File: src/rtl/gvt_pkg.sv
// Shared constants, command codes and controller/datapath interface types.
package gvt_pkg;

   localparam int VERTICES    = 32;
   localparam int STACK_DEPTH = 1024;
   localparam int VW          = 5;                     // vertex number width
   localparam int AW          = $clog2(STACK_DEPTH);   // work store address
   localparam int CW          = AW + 1;                // occupancy count

   typedef enum logic [2:0] {
      CMD_ADD_VERTEX = 3'd0,
      CMD_ADD_EDGE   = 3'd1,
      CMD_BFS        = 3'd2,
      CMD_DFS        = 3'd3,
      CMD_CLEAR      = 3'd4
   } cmd_type;

   // controller -> datapath
   typedef struct packed {
      logic graph_we;    // apply a graph edit from the request ports
      logic latch_req;   // capture walk start, stop and mode
      logic init;        // clear walk state, push start vertex
      logic refuse_out;  // load refusal result
      logic pop;         // read work store, move pointers
      logic take_u;      // capture popped vertex, mark visited, build mask
      logic emit_new;    // move pending result out, pend the new visit
      logic push_one;    // push one neighbor from the mask
      logic final_out;   // load pending result marked last
   } ctl_type;

   // datapath -> controller
   typedef struct packed {
      logic usable;
      logic tail_zero;
      logic new_vertex;
      logic is_stop;
      logic mask_zero;
      logic out_free;
      logic pending_valid;
   } sts_type;

endpackage

File: src/rtl/gvt_ctrl.sv
// Walk sequencer: state machine that drives the traversal datapath.
module gvt_ctrl (
   input  logic             clock,
   input  logic             reset,
   input  logic             req_valid,
   input  logic [2:0]       req_cmd,
   output logic             req_stall,
   input  gvt_pkg::sts_type sts,
   output gvt_pkg::ctl_type ctl
);

   typedef enum logic [3:0] {
      ST_IDLE, ST_START, ST_REFUSE, ST_POP, ST_RD, ST_NEWV, ST_CHK, ST_SCAN, ST_FIN
   } state_type;

   state_type state_ff, state_in;

   assign req_stall = (state_ff != ST_IDLE);

   always_comb begin
      ctl      = '0;
      state_in = state_ff;
      unique case (state_ff)
         ST_IDLE: begin
            if (req_valid) begin
               if (req_cmd == gvt_pkg::CMD_BFS || req_cmd == gvt_pkg::CMD_DFS) begin
                  ctl.latch_req = 1'b1;
                  state_in      = ST_START;
               end else begin
                  ctl.graph_we = 1'b1;
               end
            end
         end
         ST_START: begin
            if (sts.usable) begin
               ctl.init = 1'b1;
               state_in = ST_POP;
            end else begin
               state_in = ST_REFUSE;
            end
         end
         ST_REFUSE: begin
            if (sts.out_free) begin
               ctl.refuse_out = 1'b1;
               state_in       = ST_IDLE;
            end
         end
         ST_POP: begin
            if (sts.tail_zero) begin
               state_in = ST_FIN;
            end else begin
               ctl.pop  = 1'b1;
               state_in = ST_RD;
            end
         end
         ST_RD: begin
            ctl.take_u = 1'b1;
            state_in   = sts.new_vertex ? ST_NEWV : ST_CHK;
         end
         ST_NEWV: begin
            if (!sts.pending_valid || sts.out_free) begin
               ctl.emit_new = 1'b1;
               state_in     = ST_CHK;
            end
         end
         ST_CHK: begin
            state_in = sts.is_stop ? ST_FIN : ST_SCAN;
         end
         ST_SCAN: begin
            if (sts.mask_zero) begin
               state_in = ST_POP;
            end else begin
               ctl.push_one = 1'b1;
            end
         end
         ST_FIN: begin
            if (sts.out_free) begin
               ctl.final_out = 1'b1;
               state_in      = ST_IDLE;
            end
         end
         default: state_in = ST_IDLE;
      endcase
   end

   always_ff @(posedge clock) begin
      if (reset) begin
         state_ff <= ST_IDLE;
      end else begin
         state_ff <= state_in;
      end
   end

endmodule

File: config.mk
export PLATFORM = sky130hd
export DESIGN_NAME = gvt_ctrl
export DESIGN_NICKNAME = d
export VERILOG_FILES = /design/src/rtl/gvt_pkg.sv /design/src/rtl/gvt_ctrl.sv
export SDC_FILE = /design/constraint.sdc
export NUM_CORES = 1
export LEC_CHECK = 0
export BUFFER_PORTS_ARGS = -buffer_cell sky130_fd_sc_hd__buf_2
export CAP_MARGIN = 20
export CORE_AREA = 2 2 39 41
export DETAILED_ROUTE_END_ITERATION = 12
export DIE_AREA = 0 0 41 43
export PLACE_DENSITY = 0.61
export REMOVE_ABC_BUFFERS = 1
export SYNTH_ARGS = -nofsm -noshare
export SYNTH_HDL_FRONTEND = slang
export SYNTH_SLANG_ARGS = --single-unit
File: constraint.sdc
create_clock -name clock -period 2.46 [get_ports clock]
set_input_delay 0.123 -clock clock [delete_from_list [all_inputs] [get_ports clock]]
set_output_delay 0.123 -clock clock [all_outputs]
set_load 0.01 [all_outputs]
==> out/metrics.yaml <==
outcome:
  outcome: "completed"
logic_synthesis:
  ys_warn_count: 0
  synth.distinct_cells: 31
  synth_top_cells_by_area: "dfxtp_1 18%, nor2_1 5.8%, nor2b_1 5.6%"
  syn_inst: 61
  yosys.area.top_type: "dfxtp_1"
  synth_top_area_frac: 0.1783
  synth_common_cells: "7 x nor2_1, 4 x dfxtp_1, 4 x inv_1, 4 x nor2b_1"
  synth_seq_cells: 4
  yosysMostFrequentCell: "nor2_1"
  synth_edf_count: 0
  syn_area_um2: 449.2
  avgSynthCellArea_um2: 7.364
  synthArstFlopShare: 0
  ys_seq_area_frac: 0.1783
  synth_flop_cell: "dfxtp_1"
sta:
  post-route-period-util: 0.6470
  slew_headroom: 0.6946
  slew_violations: 0
  timing.fmax_mhz: 628.3
  tightest_slew_ps: 457.5
  hold_viol: 0
  finalClockSkew_ps: 1.179
  setup_violations: 0
  fin_crit_ps: 1592
  setup-tns-final_ps: 0
  rsz0062_at_grt: "false"
worst_hold_path:
  hp-class: "input pin to flip-flop"
  min_path_cells: 2
  min_from: "reset"
  holdPathEnd: "state_ff[3]"
critical_path:
  cp-end-kind: "flip-flop"
  worstReg2RegEnd: "state_ff[1]"
  max_stage_delay_ps: 590
  crit_chain: "or2b_1 -> o22ai_2 -> a21oi_2 -> mux2_4"
  worstSetupPathType: "flip-flop to flip-flop"
  startpoint_type: "flip-flop"
  worst_path_max_delay_cell: "dfxtp_1"
  ff2ff_setup_slack_ps: 870
  crit_arrival_ps: 1710
  worstPathMaxFanout: 15
  rr_worst_depth: 4
  rr_startpoint: "state_ff[1]"
  cp.required_ps: 2580
detailed_routing:
  vias_per_cell: 5.237
  ant_nets: 0
  dr.pass1.iters: 4
  wire_per_inst_um: 11.48
  totalWireLength_mm: 1.114
  vias: 508
  drtIter0Drc: 13
  drcViolationCount: 0
pwr:
  powerDensity_mw_per_mm2: 367.4
  leakagePower_nw: 0.2746
  ir_drop_uv: 270.2
  power_w: 0.0002119
final_layout:
  synthToLayoutAreaGrowth_pct: 28.41
  reg.largest.list: "state_ff (4)"
  top_register: "state_ff"
  layout-drive-gt1-share: 0.3457
  finalNetCount: 96
  diodes: 0
  instances_no_fill: 97
  filler_cell_count: 150
  largest_reg_flops: 4
floorplan:
  dieHeight_um: 43
  core_area_mm2: 0.001384
  die_x_um: 41
  rows: 14
  initial_core_util: 0.3246
  die-area_mm2: 0.001763
  io_pins: 23
place:
  numPlacedInstances: 94
  gp_congestion: 0.7295
  dp_hpwl_um: 823.6
  place.port_buffers: 21
clock_tree:
  cts_sinks: 4
  numCtsBuffers: 3
  cts_tree: "built"
  ctsLongestPathBuffers: 2
  cts.clk_slew.worst_paths_ps: 40
  insertion_delay_ps: 230
  htree_levels: 1
  root_buffer: "clkbuf_4"
  cts_resized: 0
  postCtsHoldBufs: 0
  cts_setup_buffers: 0
global_route:
  grt_use_total: 0.1315
  grt_max_degree: 16
  grt_pass1_wl_mm: 1.580
  antenna_found_initial: 0
  overflow: 0
  grt_pass1_vias: 399
job:
  drv_cap: 0
worst max-delay path by stage:
stage | startpoint | to | slack, ps | cells past startpoint
2_1_floorplan | state_ff[1] | state_ff[1] | 1040 | 4
3_3_place_gp | state_ff[1] | state_ff[1] | 910 | 4
3_5_place_dp | state_ff[1] | state_ff[1] | 880 | 4
4_1_cts | state_ff[1] | state_ff[1] | 870 | 4
5_1_grt | state_ff[1] | state_ff[1] | 780 | 4
6_report | state_ff[1] | state_ff[1] | 870 | 4
layer usage:
layer  global-route usage  share of wire  vias up
met5                    0              0        -
met4              0.02000              0        0
met3              0.06283          0.077        0
met2               0.2281           0.46       20
met1               0.1383           0.46      223
li1                     -              -      265
stage by stage:
step | hold slack (ps) | setup WS (ps) | area [µm²] | util
after floorplan | 195.4 | 1039 | 429.2 | -
after global placement | 351.4 | 910.0 | 554.3 | 0.4005
after detailed placement | 355.1 | 876.2 | 554.3 | 0.4005
after CTS | 105.0 | 866.7 | 576.8 | 0.4168
after global routing | 103.6 | 782.0 | 576.8 | 0.4168
final | 112.7 | 868.3 | 576.8 | 0.4168
where the power goes:
| group | internal, W | leakage, nW | total, W | switching (W) |
|---|---|---|---|---|
| clock network | 0.0000545 | 0.0138 | 0.0000804 | 0.0000259 |
| registers | 0.0000677 | 0.0324 | 0.0000756 | 0.00000795 |
| logic | 0.0000288 | 0.228 | 0.0000559 | 0.0000271 |
| total | 0.000151 | 0.275 | 0.000212 | 0.0000609 |
placed cells by master (no fill, tap or decap), types with 3 or more instances in the layout:
master     n
buf_2     21
nor2_1     7
inv_1      4
nor2b_1    4
dfxtp_1    4
nand3b_1   3
a21oi_1    3
o21ai_0    3
clkbuf_4   3
area by class of cell:
| type | count | area, µm² | area share |
|---|---|---|---|
| Inverter | 4 | 15.01 | 0.02603 |
| Multi-Input combinational cell | 49 | 334.1 | 0.5792 |
| Timing Repair Buffer | 21 | 105.1 | 0.1822 |
| Tap cell | 16 | 20.02 | 0.03471 |
| Sequential cell | 4 | 80.08 | 0.1388 |
| Clock buffer | 3 | 22.52 | 0.03905 |
cell families (layout without fill, tap and decap cells):
logic type      Yosys count  count (layout)  share of synthesized area
compound gates           16              16                     0.2590
buf+inv                   8              28                    0.07799
flops                     4               4                     0.1783
mux                       1               1                    0.03342
simple gates             32              32                     0.4512
critical path: cells and delay by family (launching register included):
family	cells	cell delay [ps]
DFF	1	590
AOI/OAI and AO/OA	2	290
muxes	1	300
and+or+nand+nor	1	290
Note: power is estimated with default switching activity, not from simulation.
